[config.mk]
export PLATFORM = sky130hd
export DESIGN_NAME = imu_frame_parser_unit
export DESIGN_NICKNAME = d
export VERILOG_FILES = /design/src/rtl/imfp_pkg.sv /design/src/rtl/imu_frame_parser_unit.sv /design/src/rtl/imfp_in_stage.sv /design/src/rtl/imfp_frame_core.sv
export SDC_FILE = /design/constraint.sdc
export NUM_CORES = 1
export LEC_CHECK = 0
export ABC_AREA = 1
export BUFFER_PORTS_ARGS = -buffer_cell sky130_fd_sc_hd__buf_4
export CORE_ASPECT_RATIO = 1.1
export CORE_MARGIN = 10
export CORE_UTILIZATION = 30
export CTS_BUF_LIST = sky130_fd_sc_hd__clkbuf_2 sky130_fd_sc_hd__clkbuf_4 sky130_fd_sc_hd__clkbuf_8
export DETAILED_ROUTE_END_ITERATION = 7
export PLACE_DENSITY = 0.45
export SYNTH_ARGS = -nofsm -noshare
export SYNTH_HDL_FRONTEND = slang
export SYNTH_SLANG_ARGS = --single-unit
[constraint.sdc]
create_clock -name aclk -period 2.4 [get_ports aclk]
set_input_delay 0.12 -clock aclk [delete_from_list [all_inputs] [get_ports aclk]]
set_output_delay 0.12 -clock aclk [all_outputs]
set_load 0.02 [all_outputs]
[src/rtl/imfp_pkg.sv]
// ============================================================================
// IMU frame parser package
// Shared types and constants for the IMU report frame parser.
// ============================================================================
package imfp_pkg;

    // Frame layout, counted in bytes from the first header byte.
    localparam logic [4:0] FRAME_LEN = 5'd19;
    localparam logic [4:0] HDR_LAST  = 5'd1;
    localparam logic [4:0] PAY_FIRST = 5'd2;
    localparam logic [4:0] SUM_LAST  = 5'd14;
    localparam logic [4:0] CHECK_POS = 5'd18;
    localparam int         PAY_LEN   = 13;
    localparam int         PAY_IDX_W = $clog2(PAY_LEN);

    // Reset value of the header register.
    localparam logic [7:0] HEADER_RESET = 8'hAA;

    // Meaning of the tuser flag on the input channel.
    typedef enum logic {
        FUNC_BYTE = 1'b0,
        FUNC_END  = 1'b1
    } func_t;

    // One input beat after the input register.
    typedef struct packed {
        func_t      func;
        logic [7:0] rx_byte;
    } in_beat_t;

    // Held report values, laid out so that the index sits in the lowest bits.
    typedef struct packed {
        logic signed [15:0] accel_z;
        logic signed [15:0] accel_y;
        logic signed [15:0] accel_x;
        logic signed [15:0] roll_cdeg;
        logic signed [15:0] pitch_cdeg;
        logic signed [15:0] yaw_cdeg;
        logic        [7:0]  report_index;
    } report_t;

endpackage

[src/rtl/imu_frame_parser_unit.sv]
// ============================================================================
// IMU frame parser
// Checks and unpacks 19-byte IMU reports received one byte per beat.
// ============================================================================
// Usage:
// The s_ channel carries one beat per received byte (s_tuser low, byte in
// s_tdata) or an end-of-burst event (s_tuser high). Bytes 0 and 1 must match
// the header register, bytes 2 to 14 are summed modulo 256 and compared with
// byte 18; bytes after the nineteenth are dropped. Every end event yields one
// beat on the m_ channel: m_tuser is the frame-good flag and m_tdata the
// values of the last good frame (all zero before the first one).
// The cfg_ channel writes the header byte and is always ready; write it only
// while the parser is idle.
// Throughput is one beat per cycle unless an end event waits for the result
// register; a result is presented on the m_ channel once its end event has
// passed the input register and the result register has taken it.
// While the receiver stalls, byte beats keep being taken; an end event waits
// in the input register until the result register is free.
// Reset clears the burst state, the held values and the header to 0xAA.
// ============================================================================
module imu_frame_parser_unit (
    input  logic          aclk,
    input  logic          aresetn,
    input  logic          s_tvalid,
    output logic          s_tready,
    input  logic [7:0]    s_tdata,    // rx_byte[7:0]
    input  logic          s_tuser,    // func[0]
    output logic          m_tvalid,
    input  logic          m_tready,
    // report_index[7:0], yaw_cdeg[23:8], pitch_cdeg[39:24], roll_cdeg[55:40],
    // accel_x[71:56], accel_y[87:72], accel_z[103:88]
    output logic [103:0]  m_tdata,
    output logic          m_tuser,    // frame_ok[0]
    input  logic          cfg_valid,
    output logic          cfg_ready,
    input  logic [7:0]    cfg_data
);

    logic [7:0]         header_reg;
    logic               beat_valid;
    imfp_pkg::in_beat_t beat;
    logic               beat_take;

    // Header register.
    assign cfg_ready = 1'b1;

    always_ff @(posedge aclk) begin
        if (!aresetn) begin
            header_reg <= imfp_pkg::HEADER_RESET;
        end else if (cfg_valid && cfg_ready) begin
            header_reg <= cfg_data;
        end
    end

    imfp_in_stage u_in_stage (
        .aclk       (aclk),
        .aresetn    (aresetn),
        .s_tvalid   (s_tvalid),
        .s_tready   (s_tready),
        .s_tdata    (s_tdata),
        .s_tuser    (s_tuser),
        .beat_valid (beat_valid),
        .beat       (beat),
        .beat_take  (beat_take)
    );

    imfp_frame_core u_frame_core (
        .aclk         (aclk),
        .aresetn      (aresetn),
        .beat_valid   (beat_valid),
        .beat         (beat),
        .beat_take    (beat_take),
        .header_value (header_reg),
        .m_tvalid     (m_tvalid),
        .m_tready     (m_tready),
        .m_tdata      (m_tdata),
        .m_tuser      (m_tuser)
    );

endmodule

[src/rtl/imfp_in_stage.sv]
// ============================================================================
// IMU frame parser input register
// Registers one input beat and releases it when the frame core takes it.
// ============================================================================
module imfp_in_stage (
    input  logic                aclk,
    input  logic                aresetn,
    input  logic                s_tvalid,
    output logic                s_tready,
    input  logic [7:0]          s_tdata,   // rx_byte[7:0]
    input  logic                s_tuser,   // func[0]
    output logic                beat_valid,
    output imfp_pkg::in_beat_t  beat,
    input  logic                beat_take
);

    logic               valid_reg;
    logic               valid_next;
    imfp_pkg::in_beat_t beat_reg;
    logic               s_accept;

    // The register is free when empty or when its beat leaves this cycle.
    assign s_tready = !valid_reg || beat_take;
    assign s_accept = s_tvalid && s_tready;

    always_comb begin
        valid_next = valid_reg;
        if (s_accept) begin
            valid_next = 1'b1;
        end else if (beat_take) begin
            valid_next = 1'b0;
        end
    end

    always_ff @(posedge aclk) begin
        if (!aresetn) begin
            valid_reg <= 1'b0;
        end else begin
            valid_reg <= valid_next;
        end
    end

    // Payload needs no reset.
    always_ff @(posedge aclk) begin
        if (s_accept) begin
            beat_reg.func    <= imfp_pkg::func_t'(s_tuser);
            beat_reg.rx_byte <= s_tdata;
        end
    end

    assign beat_valid = valid_reg;
    assign beat       = beat_reg;

endmodule

[src/rtl/imfp_frame_core.sv]
// ============================================================================
// IMU frame parser core
// Per-byte frame state, frame check at the end of a burst and result register.
// ============================================================================
module imfp_frame_core (
    input  logic                aclk,
    input  logic                aresetn,
    input  logic                beat_valid,
    input  imfp_pkg::in_beat_t  beat,
    output logic                beat_take,
    input  logic [7:0]          header_value,
    output logic                m_tvalid,
    input  logic                m_tready,
    output logic [103:0]        m_tdata,
    output logic                m_tuser
);

    logic [4:0]                byte_count_reg,  byte_count_next;
    logic                      header_good_reg, header_good_next;
    logic [7:0]                running_sum_reg, running_sum_next;
    logic [7:0]                check_byte_reg,  check_byte_next;
    imfp_pkg::report_t         good_reg,        good_next;
    logic                      m_valid_reg,     m_valid_next;
    logic                      frame_ok_reg,    frame_ok_next;
    logic [7:0]                pending_reg [imfp_pkg::PAY_LEN];
    logic                      pend_we;
    logic [imfp_pkg::PAY_IDX_W-1:0] pend_idx;
    logic                      out_free;
    logic                      take_byte;
    logic                      take_end;
    logic                      frame_ok;

    // Bytes are always taken; an end event needs a free result register.
    assign out_free  = !m_valid_reg || m_tready;
    assign beat_take = beat_valid && ((beat.func == imfp_pkg::FUNC_BYTE) || out_free);
    assign take_byte = beat_take && (beat.func == imfp_pkg::FUNC_BYTE);
    assign take_end  = beat_take && (beat.func == imfp_pkg::FUNC_END);

    // A frame passes with exactly nineteen bytes counted, both headers and the sum.
    assign frame_ok = (byte_count_reg == imfp_pkg::FRAME_LEN) && header_good_reg &&
                      (running_sum_reg == check_byte_reg);

    assign pend_idx = imfp_pkg::PAY_IDX_W'(byte_count_reg - imfp_pkg::PAY_FIRST);

    // Burst state and held values.
    always_comb begin
        byte_count_next  = byte_count_reg;
        header_good_next = header_good_reg;
        running_sum_next = running_sum_reg;
        check_byte_next  = check_byte_reg;
        good_next        = good_reg;
        pend_we          = 1'b0;
        if (take_byte && (byte_count_reg < imfp_pkg::FRAME_LEN)) begin
            if (byte_count_reg <= imfp_pkg::HDR_LAST) begin
                if (beat.rx_byte != header_value) begin
                    header_good_next = 1'b0;
                end
            end else if (byte_count_reg <= imfp_pkg::SUM_LAST) begin
                pend_we          = 1'b1;
                running_sum_next = running_sum_reg + beat.rx_byte;
            end else if (byte_count_reg == imfp_pkg::CHECK_POS) begin
                check_byte_next = beat.rx_byte;
            end
            byte_count_next = byte_count_reg + 5'd1;
        end else if (take_end) begin
            if (frame_ok) begin
                good_next.report_index = pending_reg[0];
                good_next.yaw_cdeg     = {pending_reg[2],  pending_reg[1]};
                good_next.pitch_cdeg   = {pending_reg[4],  pending_reg[3]};
                good_next.roll_cdeg    = {pending_reg[6],  pending_reg[5]};
                good_next.accel_x      = {pending_reg[8],  pending_reg[7]};
                good_next.accel_y      = {pending_reg[10], pending_reg[9]};
                good_next.accel_z      = {pending_reg[12], pending_reg[11]};
            end
            byte_count_next  = 5'd0;
            header_good_next = 1'b1;
            running_sum_next = 8'd0;
            check_byte_next  = 8'd0;
        end
    end

    // Result register: the held values double as the result data.
    always_comb begin
        m_valid_next  = m_valid_reg;
        frame_ok_next = frame_ok_reg;
        if (take_end) begin
            m_valid_next  = 1'b1;
            frame_ok_next = frame_ok;
        end else if (m_tready) begin
            m_valid_next = 1'b0;
        end
    end

    always_ff @(posedge aclk) begin
        if (!aresetn) begin
            byte_count_reg  <= 5'd0;
            header_good_reg <= 1'b1;
            running_sum_reg <= 8'd0;
            check_byte_reg  <= 8'd0;
            good_reg        <= '0;
            m_valid_reg     <= 1'b0;
            frame_ok_reg    <= 1'b0;
        end else begin
            byte_count_reg  <= byte_count_next;
            header_good_reg <= header_good_next;
            running_sum_reg <= running_sum_next;
            check_byte_reg  <= check_byte_next;
            good_reg        <= good_next;
            m_valid_reg     <= m_valid_next;
            frame_ok_reg    <= frame_ok_next;
        end
    end

    // Payload bytes of the current burst; only read once all were written.
    always_ff @(posedge aclk) begin
        if (pend_we) begin
            pending_reg[pend_idx] <= beat.rx_byte;
        end
    end

    assign m_tvalid = m_valid_reg;
    assign m_tdata  = good_reg;
    assign m_tuser  = frame_ok_reg;

    // The byte counter saturates at the frame length.
    assert property (@(posedge aclk) disable iff (!aresetn)
        byte_count_reg <= imfp_pkg::FRAME_LEN)
        else $error("byte counter ran past the frame length");

    // Every end event leaves a fresh burst and a pending result behind.
    assert property (@(posedge aclk) disable iff (!aresetn)
        take_end |=> (byte_count_reg == 5'd0) && header_good_reg && m_valid_reg)
        else $error("end event did not clear the burst or raise a result");

    // A byte beat never creates a result.
    assert property (@(posedge aclk) disable iff (!aresetn)
        (take_byte && !m_valid_reg) |=> !m_valid_reg)
        else $error("byte beat produced a result");

    // Held values change only on a frame that passed its checks.
    assert property (@(posedge aclk) disable iff (!aresetn)
        !(take_end && frame_ok) |=> $stable(good_reg))
        else $error("held values changed without a good frame");

endmodule

==> results.md <==
- Longest individual stage delay on the worst path: 0.47 ns
- Global-route congestion overflow total: 0
- Placement Cell Area: between 10000 and 15000 um^2
- Worst Path Required: 2.65 ns
- Synthesis-to-layout area growth: 27.70%
- Critical path peak fanout: 8
- Aggregate negative setup slack: 0 ns
- Count of distinct cell types in the synthesized netlist: 30
- Post-synth ARST share: 0
- Standby leakage power: 0.005569 uW
- Mean area per synthesized cell: 8.875 um^2
- Cell chain of the critical path: inv_1, ha_1, or2_2, nand2_1, inv_1, or2_2, nor2_1, buf_4
- Total DRC errors in the routed layout: 0
- Result of the run: completed
- Number of cells traversed by the worst register-to-register path: 8
- Placement-stage worst setup slack: 0.2999 ns
- Die W: 194.6 um
- Data arrival, critical path: 2.37 ns
- Setup-failing EPs final: 0
- Placed cells: between 1.5k and 2k
- DP Wirelength: roughly 18 mm
- End of the worst register-to-register path: u_frame_core.pending_reg[7][1]
- Fin crit period: 2.115 ns
- Vias per std cell: 4.269
- Non-filler cells, final: approximately 1.8k
- Depth of the critical timing path with buffers and inverters included: 8
- Net count after synthesis: 1171
- Type of the worst setup path: flop to flop
- Depth of the CTS H-tree: 2
- Worst slew pin tran: around 0.7 ns
- Via count of the routed design: 7612
- Fraction of layout cells with a size suffix above 1: 0.1895
- Count of input and output buffers: 128
- Cell with the largest stage delay on the worst path: sky130_fd_sc_hd__dfxtp_1
- Core Region: 33190 um^2
- Critical path endpoint: u_frame_core.pending_reg[7][1]
- Clk Latency, worst-skew pair: 0.56 ns
- Initial antenna violation count: 0
- Antenna Violating Nets Remaining: 0
- Type of origin of the critical path: flop
- Antenna Cells: 0
- Most area-hungry cell type in the Yosys netlist: sky130_fd_sc_hd__edfxtp_1
- Final hold violation count: 0
- Count of maximum capacitance violations: 0
- Count of flip-flops with a built-in enable after synthesis: 113
- Max Transition Viols Final: 0
- Flip-flop and latch count after synthesis: 250
- Origin of the critical flop-to-flop path: u_frame_core.byte_count_reg[2]
- YS warnings: 0
- Largest voltage drop on the vdd net: 0.3848 mV
- Cell family with most CP delay: simple AND/OR/NAND/NOR gates
- Reg-to-reg setup timing slack: about 0.29 ns
- Clock tree from TritonCTS: built
- Post-Route WL: 26.41 mm
- Total I/O pin count: 130
- Initial DRT Pass Iterations: 4
- Final net count: 1354
- Number of instances in the synthesized netlist: about 1.1k
- Start point of the critical path: u_frame_core.byte_count_reg[2]
- Global Route Usage Sum: 0.1249
- Largest net degree at the start of global routing: 60
- Path type of the worst min-delay path: input port to flop
- Number of global-route vias before repair: a little under 8k
- Height of the die: around 210 um
- Total clock buffers created by CTS: 45
- Post-Syn Area: just over 10000 um^2
- Clock transition at path regs: 0.06 ns
- Die area: 41250 um^2
- CTS root buffer: sky130_fd_sc_hd__clkbuf_8
- Final setup skew: 0.02448 ns
- Crit path capture type: flop
- First-pass GRT wire length: roughly 42 mm
- Final Worst Setup Slack: 0.2854 ns
- Number of fill cells in the layout: 3440
- Share of the yosys chip area belonging to registers: 0.6102
- RD Place Congestion: 0.7671
- Area of combinational cells with multiple inputs: 3049 um^2
- Initial Util: 0.3029
- Std cell rows: 70
- Number of design-rule violations left by the first detailed-router iteration: a little over 300
- CTS Buffer Depth: 3
- Leading post-synthesis cells by cell area: sky130_fd_sc_hd__edfxtp_1 34%, sky130_fd_sc_hd__dfxtp_1 27%, sky130_fd_sc_hd__nor2_1 9.5%
- Top cell type's share of synthesized area: 0.3374
- Final worst path period share: 0.8811
- Number of sinks driven by the clock tree: 250
- RSZ-0062 raised after global routing: false
- Sum of buffers and inverters on the critical path: 3
- Area occupied by registers: 6136 um^2
- PostCTS Resize Cnt: 0
- Finished layout cell area: 12840 um^2
- Worst max-slew margin expressed relative to the limit: 0.5200
- Top_reg_cell synth: sky130_fd_sc_hd__dfxtp_1
- Average wire length per cell after detail routing: 14.81 um
- Fmax: 472.9 MHz
- Power per unit of standard cell area: 715.8 nW/um^2
-- kinds of logic (layout without fill, tap and decap cells) --
group | count (synthesis) | count (layout) | synth area share
compound gates | 37 | 37 | 0.01854
xor+xnor | 14 | 14 | 0.01219
fa+ha+maj | 16 | 16 | 0.02065
buf+inv | 207 | 425 | 0.08735
flops | 250 | 250 | 0.6102
other cells | 1 | 1 | 0.0003729
simple gates | 608 | 608 | 0.2507
-- worst reg2reg max path: cells and delay by family, from the launching register on --
family	cells	cell delay [ns]
flip-flops	1	0.47
AND/OR/NAND/NOR	4	0.78
buffers and inverters	3	0.36
adder cells (fa/ha/maj)	1	0.22
-- cells in the final DEF (no fill, tap or decap) --
cell type / n
sky130_fd_sc_hd__xnor2_1: 3
sky130_fd_sc_hd__bufinv_16: 2
sky130_fd_sc_hd__inv_2: 1
sky130_fd_sc_hd__xor2_1: 11
sky130_fd_sc_hd__dfxtp_1: 137
sky130_fd_sc_hd__nor2_2: 1
sky130_fd_sc_hd__inv_1: 150
sky130_fd_sc_hd__or2_2: 4
sky130_fd_sc_hd__nand4_1: 10
sky130_fd_sc_hd__ha_1: 15
sky130_fd_sc_hd__conb_1: 1
sky130_fd_sc_hd__clkbuf_8: 53
sky130_fd_sc_hd__inv_6: 1
sky130_fd_sc_hd__a31oi_1: 1
sky130_fd_sc_hd__nand3_2: 2
sky130_fd_sc_hd__nand2_2: 1
sky130_fd_sc_hd__inv_8: 1
sky130_fd_sc_hd__clkinv_2: 6
sky130_fd_sc_hd__nor2_1: 253
sky130_fd_sc_hd__buf_12: 5
sky130_fd_sc_hd__buf_4: 157
sky130_fd_sc_hd__nand3_1: 135
sky130_fd_sc_hd__clkbuf_4: 19
sky130_fd_sc_hd__fa_1: 1
sky130_fd_sc_hd__dlygate4sd3_1: 28
sky130_fd_sc_hd__nor3_1: 1
sky130_fd_sc_hd__o21ai_0: 7
sky130_fd_sc_hd__o21ai_1: 2
sky130_fd_sc_hd__clkinv_1: 2
sky130_fd_sc_hd__nand2_1: 198
sky130_fd_sc_hd__a21oi_1: 27
sky130_fd_sc_hd__edfxtp_1: 113
sky130_fd_sc_hd__nor3b_2: 1
sky130_fd_sc_hd__nor2_4: 2
-- final cells by class --
cell class	count	area share
clock buffer	72	0.06791
clock inverter	10	0.008477
inverter	153	0.04482
multi-input combinational	676	0.2375
sequential	250	0.4778
tap	432	0.04209
timing repair buffer	190	0.1214
-- what timing repair did --
action / in CTS / in global routing
setup buffers: 0 / 0
hold buffers: 28 / 0
endpoints found under the hold margin: 40 / 0
-- power by group --
group | internal, uW | total (uW) | leakage [uW] | switching (uW)
registers | 4470 | 4500 | 0.00213 | 22.7
logic | 147 | 433 | 0.00291 | 286
clock network | 2530 | 4260 | 0.000528 | 1730
total | 7150 | 9190 | 0.00557 | 2040
-- how the worst min path moves through the flow --
| stage | start | end | slack, ns | cells past startpoint |
|---|---|---|---|---|
| floorplan | s_tdata[0] | u_in_stage.beat[0] | 0.22 | 0 |
| global placement | s_tdata[0] | u_in_stage.beat[0] | 0.30 | 1 |
| detailed placement | s_tdata[0] | u_in_stage.beat[0] | 0.30 | 1 |
| CTS | cfg_valid | header_reg[1] | 0.01 | 4 |
| global route | cfg_valid | header_reg[1] | 0.08 | 4 |
| finish | cfg_valid | header_reg[1] | 0.05 | 4 |
-- metrics by stage --
step           hold slack [ns]  total power (uW)  utilization
4_1_cts                0.01061              9355       0.3868
3_5_place_dp            0.2995              4992       0.3489
5_1_grt                0.08479              9574       0.3868
6_report               0.04547              9191       0.3868
3_3_place_gp            0.2987              4991       0.3489
2_1_floorplan           0.2189              4843            -
-- synth_stat cells (all sizes together) (3+ instances only) --
master    n
inv     152
ha       15
a21oi    27
edfxtp  113
nand2   199
xor2     11
nand3   137
dfxtp   137
buf      47
nor2    256
clkbuf    7
xnor2     3
or2       4
o21ai     9
nand4    10
-- routing by layer --
metal  vias to the layer above  routed length, um  track usage  part of all wire
li1                       3938                  -            -                 -
met1                      3493              11570       0.1493              0.44
met2                       139              13010       0.2178              0.49
met3                        42               1231      0.02442             0.047
met4                         0                597      0.04619             0.023
met5                         -                  0            0                 0
Note: power is estimated with default switching activity, not from simulation.
